<file path="src/sv/zwe_pkg.sv">
// Shared types and constants for the Z-character word encoder.
`default_nettype none

package zwe_pkg;

    typedef enum logic [1:0] {
        MODE_CHAR = 2'd0,
        MODE_END  = 2'd1,
        MODE_MAP  = 2'd2
    } mode_t;

    typedef struct packed {
        logic [1:0] mode;
        logic [7:0] char_code;
        logic [6:0] map_position;
    } req_item_t;

    typedef struct packed {
        logic [15:0] word_first;
        logic [15:0] word_second;
        logic [15:0] word_third;
    } res_item_t;

    // one encode step as seen by the encoder, i.e. the request leaving stage 1
    typedef struct packed {
        logic       fire;
        logic [1:0] mode;
        logic [7:0] char_code;
        logic [6:0] map_position;
        logic [6:0] rd_position;
        logic [3:0] version;
    } step_t;

    typedef logic [11:0][4:0] zbuf_t;

    localparam logic [0:0]  REG_VERSION   = 1'b0;
    localparam logic [3:0]  VERSION_RESET = 4'd5;
    localparam logic [6:0]  POS_ABSENT    = 7'd78;
    localparam logic [6:0]  ALPHA_SPAN    = 7'd26;
    localparam logic [4:0]  ZC_PAD        = 5'd5;
    localparam logic [4:0]  ZC_ESCAPE     = 5'd6;
    localparam logic [15:0] END_BIT       = 16'h8000;

endpackage

`default_nettype wire

</file>
<file path="src/sv/zwe_map_mem.sv">
// Single-port alphabet map RAM, 256 x 7, registered read.
`default_nettype none

module zwe_map_mem (
    input  wire logic       clk,
    input  wire logic       en,
    input  wire logic       we,
    input  wire logic [7:0] addr,
    input  wire logic [6:0] wdata,
    output logic [6:0]      rdata
);
    logic [6:0] mem [256];

    always_ff @(posedge clk)
    begin
        if (en)
        begin
            if (we)
                mem[addr] <= wdata;
            else
                rdata <= mem[addr];
        end
    end

endmodule

`default_nettype wire

</file>
<file path="src/sv/zwe_encode.sv">
// Per-word encode state: held character, alphabet, Z-character buffer.
`default_nettype none

module zwe_encode (
    input  wire logic          clk,
    input  wire logic          rst_n,
    input  wire zwe_pkg::step_t step,
    output zwe_pkg::zbuf_t     zbuf_after,
    output logic [3:0]         count_after
);
    import zwe_pkg::*;

    logic [7:0] held_char_reg, held_char_next;
    logic [6:0] held_pos_reg, held_pos_next;
    logic       held_valid_reg, held_valid_next;
    logic [1:0] cur_alph_reg, cur_alph_next;
    zbuf_t      zbuf_reg, zbuf_next;
    logic [3:0] count_reg, count_next;

    logic [1:0] alph, next_alph, delta;
    logic       v12, absent, lock, do_encode;
    logic [3:0] limit;
    logic [6:0] zc_full;
    logic [4:0] zs [4];
    logic [2:0] n;

    function automatic logic [1:0] alph_of(input logic [6:0] pos);
        if (pos >= POS_ABSENT)
            return 2'd2;
        else if (pos >= (ALPHA_SPAN + ALPHA_SPAN))
            return 2'd2;
        else if (pos >= ALPHA_SPAN)
            return 2'd1;
        else
            return 2'd0;
    endfunction

    always_comb
    begin
        v12       = (step.version <= 4'd2);
        limit     = (step.version <= 4'd3) ? 4'd6 : 4'd9;
        absent    = (held_pos_reg >= POS_ABSENT);
        alph      = alph_of(held_pos_reg);
        next_alph = alph_of(step.rd_position);
        do_encode = held_valid_reg && (count_reg < limit) &&
                    (step.mode == MODE_CHAR || step.mode == MODE_END);
        lock      = v12 && (alph != cur_alph_reg) && (step.mode == MODE_CHAR) &&
                    (next_alph == alph);
        // distance forward around the three alphabets
        case ({alph, cur_alph_reg})
            {2'd1, 2'd0}, {2'd2, 2'd1}, {2'd0, 2'd2}: delta = 2'd1;
            {2'd2, 2'd0}, {2'd0, 2'd1}, {2'd1, 2'd2}: delta = 2'd2;
            default:                                  delta = 2'd0;
        endcase
        zc_full = held_pos_reg - 7'(alph) * ALPHA_SPAN + 7'd6;

        n = 3'd0;
        for (int j = 0; j < 4; j++)
            zs[j] = ZC_PAD;
        if (do_encode)
        begin
            if (delta != 2'd0)
            begin
                zs[n[1:0]] = (v12 ? 5'd1 : 5'd3) + 5'(delta) + (lock ? 5'd2 : 5'd0);
                n = n + 3'd1;
            end
            if (!absent)
            begin
                zs[n[1:0]] = zc_full[4:0];
                n = n + 3'd1;
            end
            else
            begin
                // escape, then the code's top three and low five bits
                zs[n[1:0]] = ZC_ESCAPE;
                zs[n[1:0] + 2'd1] = {2'b00, held_char_reg[7:5]};
                zs[n[1:0] + 2'd2] = held_char_reg[4:0];
                n = n + 3'd3;
            end
        end

        zbuf_after = zbuf_reg;
        for (int i = 0; i < 12; i++)
            for (int j = 0; j < 4; j++)
                if ((3'(j) < n) && (count_reg + 4'(j) == 4'(i)))
                    zbuf_after[i] = zs[j];
        count_after = count_reg + {1'b0, n};
    end

    always_comb
    begin
        held_char_next  = held_char_reg;
        held_pos_next   = held_pos_reg;
        held_valid_next = held_valid_reg;
        cur_alph_next   = cur_alph_reg;
        zbuf_next       = zbuf_reg;
        count_next      = count_reg;
        if (step.fire)
        begin
            case (mode_t'(step.mode))
                MODE_CHAR:
                begin
                    zbuf_next       = zbuf_after;
                    count_next      = count_after;
                    held_char_next  = step.char_code;
                    held_pos_next   = step.rd_position;
                    held_valid_next = 1'b1;
                    if (do_encode && lock)
                        cur_alph_next = alph;
                end
                MODE_END:
                begin
                    held_char_next  = 8'd0;
                    held_valid_next = 1'b0;
                    cur_alph_next   = 2'd0;
                    count_next      = 4'd0;
                end
                MODE_MAP:
                begin
                    // keep the held character's position in step with the map
                    if (step.char_code == held_char_reg)
                        held_pos_next = step.map_position;
                end
                default:
                begin
                end
            endcase
        end
    end

    always_ff @(posedge clk or negedge rst_n)
    begin
        if (!rst_n)
        begin
            held_char_reg  <= 8'd0;
            held_valid_reg <= 1'b0;
            cur_alph_reg   <= 2'd0;
            count_reg      <= 4'd0;
        end
        else
        begin
            held_char_reg  <= held_char_next;
            held_valid_reg <= held_valid_next;
            cur_alph_reg   <= cur_alph_next;
            count_reg      <= count_next;
        end
    end

    always_ff @(posedge clk)
    begin
        held_pos_reg <= held_pos_next;
        zbuf_reg     <= zbuf_next;
    end

endmodule

`default_nettype wire

</file>
<file path="src/sv/zwe_pack.sv">
// Pads the Z-character buffer with fives and packs it into three words.
`default_nettype none

module zwe_pack (
    input  wire zwe_pkg::zbuf_t  zbuf,
    input  wire logic [3:0]      count,
    input  wire logic [3:0]      version,
    output zwe_pkg::res_item_t   words
);
    import zwe_pkg::*;

    logic [4:0] slot [9];
    logic       short_word;

    always_comb
    begin
        short_word = (version <= 4'd3);
        for (int i = 0; i < 9; i++)
            slot[i] = (4'(i) < count) ? zbuf[i] : ZC_PAD;
        words.word_first  = {1'b0, slot[0], slot[1], slot[2]};
        words.word_second = {1'b0, slot[3], slot[4], slot[5]};
        words.word_third  = short_word ? 16'd0 : {1'b0, slot[6], slot[7], slot[8]};
        if (short_word)
            words.word_second = words.word_second | END_BIT;
        else
            words.word_third = words.word_third | END_BIT;
    end

endmodule

`default_nettype wire

</file>
<file path="src/sv/zchar_word_encoder_top.sv">
// Top level of the Z-character word encoder.
// An end-of-word request passes through stage 1 into the result register, where its result is valid.
// Throughput: one request per cycle while stage 1 does not stall; a map or character request makes one map RAM access.
// A full result register stalls only end-of-word requests in stage 1.
// Reset clears the word state and sets the version register to 5.
// Map RAM contents are undefined after reset until written.
`default_nettype none

module zchar_word_encoder_top (
    input  wire logic               clk,
    input  wire logic               rst_n,
    input  wire logic               req_valid,
    output logic                    req_ready,
    input  wire zwe_pkg::req_item_t req_data,
    output logic                    res_valid,
    input  wire logic               res_ready,
    output zwe_pkg::res_item_t      res_data,
    input  wire logic               psel,
    input  wire logic               penable,
    input  wire logic               pwrite,
    input  wire logic [2:0]         paddr,
    input  wire logic [31:0]        pwdata,
    output logic [31:0]             prdata,
    output logic                    pready
);
    import zwe_pkg::*;

    logic       s1_valid_reg, s1_valid_next;
    req_item_t  s1_item_reg;
    logic       res_valid_reg, res_valid_next;
    res_item_t  res_data_reg;
    logic [3:0] version_reg, version_next;

    logic       accept, s1_go, res_free, res_load;
    logic [6:0] map_rdata;
    step_t      step;
    zbuf_t      zbuf_after;
    logic [3:0] count_after;
    res_item_t  packed_words;

    assign pready = 1'b1;
    assign prdata = (paddr[2] == REG_VERSION) ? {28'd0, version_reg} : 32'd0;

    assign res_free  = !res_valid_reg || res_ready;
    assign s1_go     = s1_valid_reg && ((s1_item_reg.mode != MODE_END) || res_free);
    assign req_ready = !s1_valid_reg || s1_go;
    assign accept    = req_valid && req_ready;
    assign res_load  = s1_go && (s1_item_reg.mode == MODE_END);

    assign res_valid = res_valid_reg;
    assign res_data  = res_data_reg;

    zwe_map_mem u_map (
        .clk   (clk),
        .en    (accept && (req_data.mode == MODE_MAP || req_data.mode == MODE_CHAR)),
        .we    (req_data.mode == MODE_MAP),
        .addr  (req_data.char_code),
        .wdata (req_data.map_position),
        .rdata (map_rdata)
    );

    always_comb
    begin
        step.fire         = s1_go;
        step.mode         = s1_item_reg.mode;
        step.char_code    = s1_item_reg.char_code;
        step.map_position = s1_item_reg.map_position;
        step.rd_position  = map_rdata;
        step.version      = version_reg;
    end

    zwe_encode u_encode (
        .clk         (clk),
        .rst_n       (rst_n),
        .step        (step),
        .zbuf_after  (zbuf_after),
        .count_after (count_after)
    );

    zwe_pack u_pack (
        .zbuf    (zbuf_after),
        .count   (count_after),
        .version (version_reg),
        .words   (packed_words)
    );

    always_comb
    begin
        version_next = version_reg;
        if (psel && penable && pwrite && pready && (paddr[2] == REG_VERSION))
            version_next = pwdata[3:0];

        s1_valid_next = s1_valid_reg;
        if (accept)
            s1_valid_next = 1'b1;
        else if (s1_go)
            s1_valid_next = 1'b0;

        res_valid_next = res_valid_reg;
        if (res_load)
            res_valid_next = 1'b1;
        else if (res_ready)
            res_valid_next = 1'b0;
    end

    always_ff @(posedge clk or negedge rst_n)
    begin
        if (!rst_n)
        begin
            version_reg   <= VERSION_RESET;
            s1_valid_reg  <= 1'b0;
            res_valid_reg <= 1'b0;
        end
        else
        begin
            version_reg   <= version_next;
            s1_valid_reg  <= s1_valid_next;
            res_valid_reg <= res_valid_next;
        end
    end

    always_ff @(posedge clk)
    begin
        if (accept)
            s1_item_reg <= req_data;
        if (res_load)
            res_data_reg <= packed_words;
    end

endmodule

`default_nettype wire

</file>
<file path="config.mk">
export PLATFORM = sky130hd
export DESIGN_NAME = zchar_word_encoder_top
export DESIGN_NICKNAME = d
export VERILOG_FILES = /design/src/sv/zwe_pkg.sv /design/src/sv/zwe_map_mem.sv /design/src/sv/zwe_encode.sv /design/src/sv/zwe_pack.sv /design/src/sv/zchar_word_encoder_top.sv
export SDC_FILE = /design/constraint.sdc
export NUM_CORES = 2
export LEC_CHECK = 0
export ABC_AREA = 1
export BUFFER_PORTS_ARGS = -buffer_cell sky130_fd_sc_hd__buf_2
export CAP_MARGIN = 15
export CORE_MARGIN = 1.5
export CORE_UTILIZATION = 36
export DETAILED_ROUTE_END_ITERATION = 16
export HOLD_SLACK_MARGIN = 0.12
export PLACE_DENSITY_LB_ADDON = 0.1
export SYNTH_ARGS = -nofsm -noshare
export SYNTH_HDL_FRONTEND = slang
export SYNTH_SLANG_ARGS = --single-unit
</file>
<file path="constraint.sdc">
create_clock -name clk -period 9.9 [get_ports clk]
set_input_delay 1.98 -clock clk [delete_from_list [all_inputs] [get_ports clk]]
set_output_delay 1.98 -clock clk [all_outputs]
set_load 0.005 [all_outputs]
</file>
==> results.cfg <==
[run_status]
outcome = finished clean

[sta]
finalCritPeriodShare = 0.5394
rsz0062_at_grt = no
finalMaxSlewViolations = 0
final.setup.tns_ps = 0
whs_ps = 500.7
hold_violations = 0
worstMarginPinSlew_ps = 1135
finalCriticalPeriod_ps = 5340
skew_ps = 26.71
clock.fmax_mhz = 187.3
setup_viol = 0
relSlewSlack = 0.2375

[critical_path]
critPathLaunchType = flip-flop
crit_path_end_kind = flip-flop
ff2ff_path_depth = 15
slowest_stage = clkinv_1
crit_path_max_fanout = 16
cp_cell_sequence = nor2_2 -> clkinv_1 -> ha_1 -> a21oi_1 -> nand4_4 -> nor2_1 -> ha_1 -> a21o_1 -> a21oi_1 -> xor2_1 -> inv_1 -> nor2_1 -> inv_1 -> nor2_1 -> nor2_1
cp.required_ps = 10470
crit_arrival_ps = 5910
cp_common_cell = nor2_1
slowest_delay_ps = 520
crit_buf_inv = 3
worstSetupPathType = flip-flop to flip-flop
cp_top_family = simple AND/OR/NAND/NOR gates
crit_cells = 15

[clock_tree]
ctsResizeCount = 0
root_buffer = clkbuf_16
worstSkewPairLatency_ps = 860
cts_sinks = 1936
cts_buffers = 210
cts-hold-fix-buffers = 0
postCtsSetupBuffers = 0
clock_path_buffers = 3
clk_pin_slew_ps = 50
htreeDepth = 4
cts_tree = yes

[placed_design]
gp_congestion = 0.8817
port-buffer-count = 81
dp_cells = 8110
dp_hpwl_mm = 136.3
post_dp_cell_area_um2 = 80140

[power]
pwr-share-clk = 0.418
power_frac_comb = 0.066
seqPwrFrac = 0.516
p_leak_nw = 28.71
internal_power_mw = 13.41
sw_frac_of_total = 0.2384
switchingPower_mw = 4.197
cellPowerDensity_nw_per_um2 = 203.5
peakVddDrop_mv = 0.1844

[die]
ios = 142
rows = 169
die_height_um = 464.1
initial_core_util = 0.3616
core-area_um2 = 211700
die_x_um = 464.1
die-area_um2 = 215400

[logic_synthesis]
postSynthCellCount = 5405
synth_top_cell_by_area = edfxtp_1
yosysWarningCount = 0
synth_seq_area_share = 0.7581
avgSynthCellArea_um2 = 14.16
ys_ff_latch = 1936
syn_area_um2 = 76550
synth_area_leaders = edfxtp_1 (75%), a22oi_1 (8.7%), nand2_1 (4.2%), a21oi_1 (2.1%), nor2_1 (1.9%)
ys_types = 57
synth_top_area_share = 0.7512

[cells_and_area]
final_nets = 5582
final_cell_mix = edfxtp_1 (1915), a22oi_1 (892), nand2_1 (841), nor2_1 (386), a21oi_1 (323)
largest_reg_flops = 1792
area_delta_synth_final_pct = 13.05
drive_above_1_share = 0.09968
fillers = 19574
final_area_um2 = 86530
seq_area_um2 = 58030
instances_no_fill = 8504
layout_commonest_cell = edfxtp_1
multi_input_area_um2 = 16510

[grt]
use_met3 = 0.03334
grt_pass1_vias = 45545
overflow = 0
grtUsageTotal = 0.2136
antenna_found_initial = 7
busiest_layer = met2
grtUsageMet2 = 0.3397
grt_pass1_wl_mm = 335.6
grt_max_degree = 148
grt.met1_usage = 0.3066

[routing]
drcViolationCount = 0
ant_nets = 0
drt-vias-per-instance = 5.440
drt-total-wl_mm = 234.9
first_pass_iters = 5
first_iter_violations = 4072
wire_per_inst_um = 27.62
num_vias = 46263

[worst_hold_path]
hp-class = flip-flop to flip-flop
whs_path_depth = 2

[run]
cap_viol_max_count = 0
[routing by layer]
metal | wire (um) | vias up
met2 | 110300 | 1321
met1 | 106800 | 23852
met4 | 4971 | 0
li1 | - | 20777
met5 | 0 | -
met3 | 12770 | 313
[worst register-to-register path, stage by stage (launching register included)]
cell and delay [ps]:
dfrtp_1 380, nor2_2 390, clkinv_1 520, ha_1 390
a21oi_1 310, nand4_4 380, nor2_1 310, ha_1 280
a21o_1 180, a21oi_1 170, xor2_1 330, inv_1 240
nor2_1 430, inv_1 250, nor2_1 380, nor2_1 140
[synthesized netlist by cell type (all sizes together)]
library cell / count
a22o: 1
o21bai: 4
a221oi: 4
a21boi: 10
a41oi: 1
a2111oi: 1
o22ai: 18
nand3: 103
a21o: 29
conb: 2
inv: 194
o21a: 1
nand4: 21
a21oi: 325
mux2: 6
dfrtp: 19
nor3: 42
or2: 31
o2111ai: 1
xor2: 8
nor2: 421
clkbuf: 100
a41o: 1
ha: 18
a31oi: 1
nand3b: 1
dfstp: 2
o21ai: 86
nor4: 5
and2: 2
fa: 3
nand2: 864
edfxtp: 1915
buf: 204
xnor2: 1
o211ai: 13
a22oi: 892
clkinv: 13
o31ai: 42
[area by class of cell]
class                   count  share of cell area
flip-flops and latches   1936              0.6706
multi-input cells        2986              0.1908
clock buffers             265             0.06335
well taps                2821             0.04079
repair buffers            161             0.01475
clock inverters           123             0.01035
inverters                 207            0.009167
diodes                      5           0.0001446
[path summary, 6_finish.rpt]
| path | startpoint | end | slack [ps] |
|---|---|---|---|
| worst min-delay path | version_reg[2]$_DFFE_PN1P_ | version_reg[2]$_DFFE_PN1P_ | 500 |
| max in group asynchronous | rst_n | version_reg[2]$_DFFE_PN1P_ | 8410 |
| worst max-delay path | version_reg[3]$_DFFE_PN0P_ | res_data[45]$_SDFFCE_PP0P_ | 4560 |
| worst min register to register | version_reg[2]$_DFFE_PN1P_ | version_reg[2]$_DFFE_PN1P_ | 500 |
| min in group asynchronous | rst_n | res_valid$_DFFE_PN0P_ | 1110 |
| worst max register to register | version_reg[3]$_DFFE_PN0P_ | res_data[45]$_SDFFCE_PP0P_ | 4560 |
[per-stage QoR]
step,power [mW],util,setup WS [ps]
CTS,17.77,0.4087,4597
finish,17.61,0.4088,4560
detailed placement,10.43,0.3786,4004
global placement,10.42,0.3786,4007
global route,18.17,0.4088,4261
floorplan,9.871,-,5700
[power groups by stage]
stage | Clock, mW | Sequential, mW | Combinational [mW]
floorplan | 0 | 9.26 | 0.616
global placement | 0 | 9.26 | 1.16
detailed placement | 0 | 9.26 | 1.17
CTS | 7.51 | 9.09 | 1.17
global route | 7.81 | 9.09 | 1.26
finish | 7.35 | 9.09 | 1.16
[logic make-up after synthesis]
| logic type | Yosys count | synth area share |
|---|---|---|
| flops | 1936 | 0.7581 |
| simple gates | 1490 | 0.08027 |
| compound gates | 1430 | 0.1272 |
| fa+ha+maj | 21 | 0.003727 |
| mux | 6 | 0.0008826 |
| buf+inv | 511 | 0.02870 |
| xor+xnor | 9 | 0.001030 |
| other cells | 2 | 0.00009811 |
Note: power is estimated with default switching activity, not from simulation.
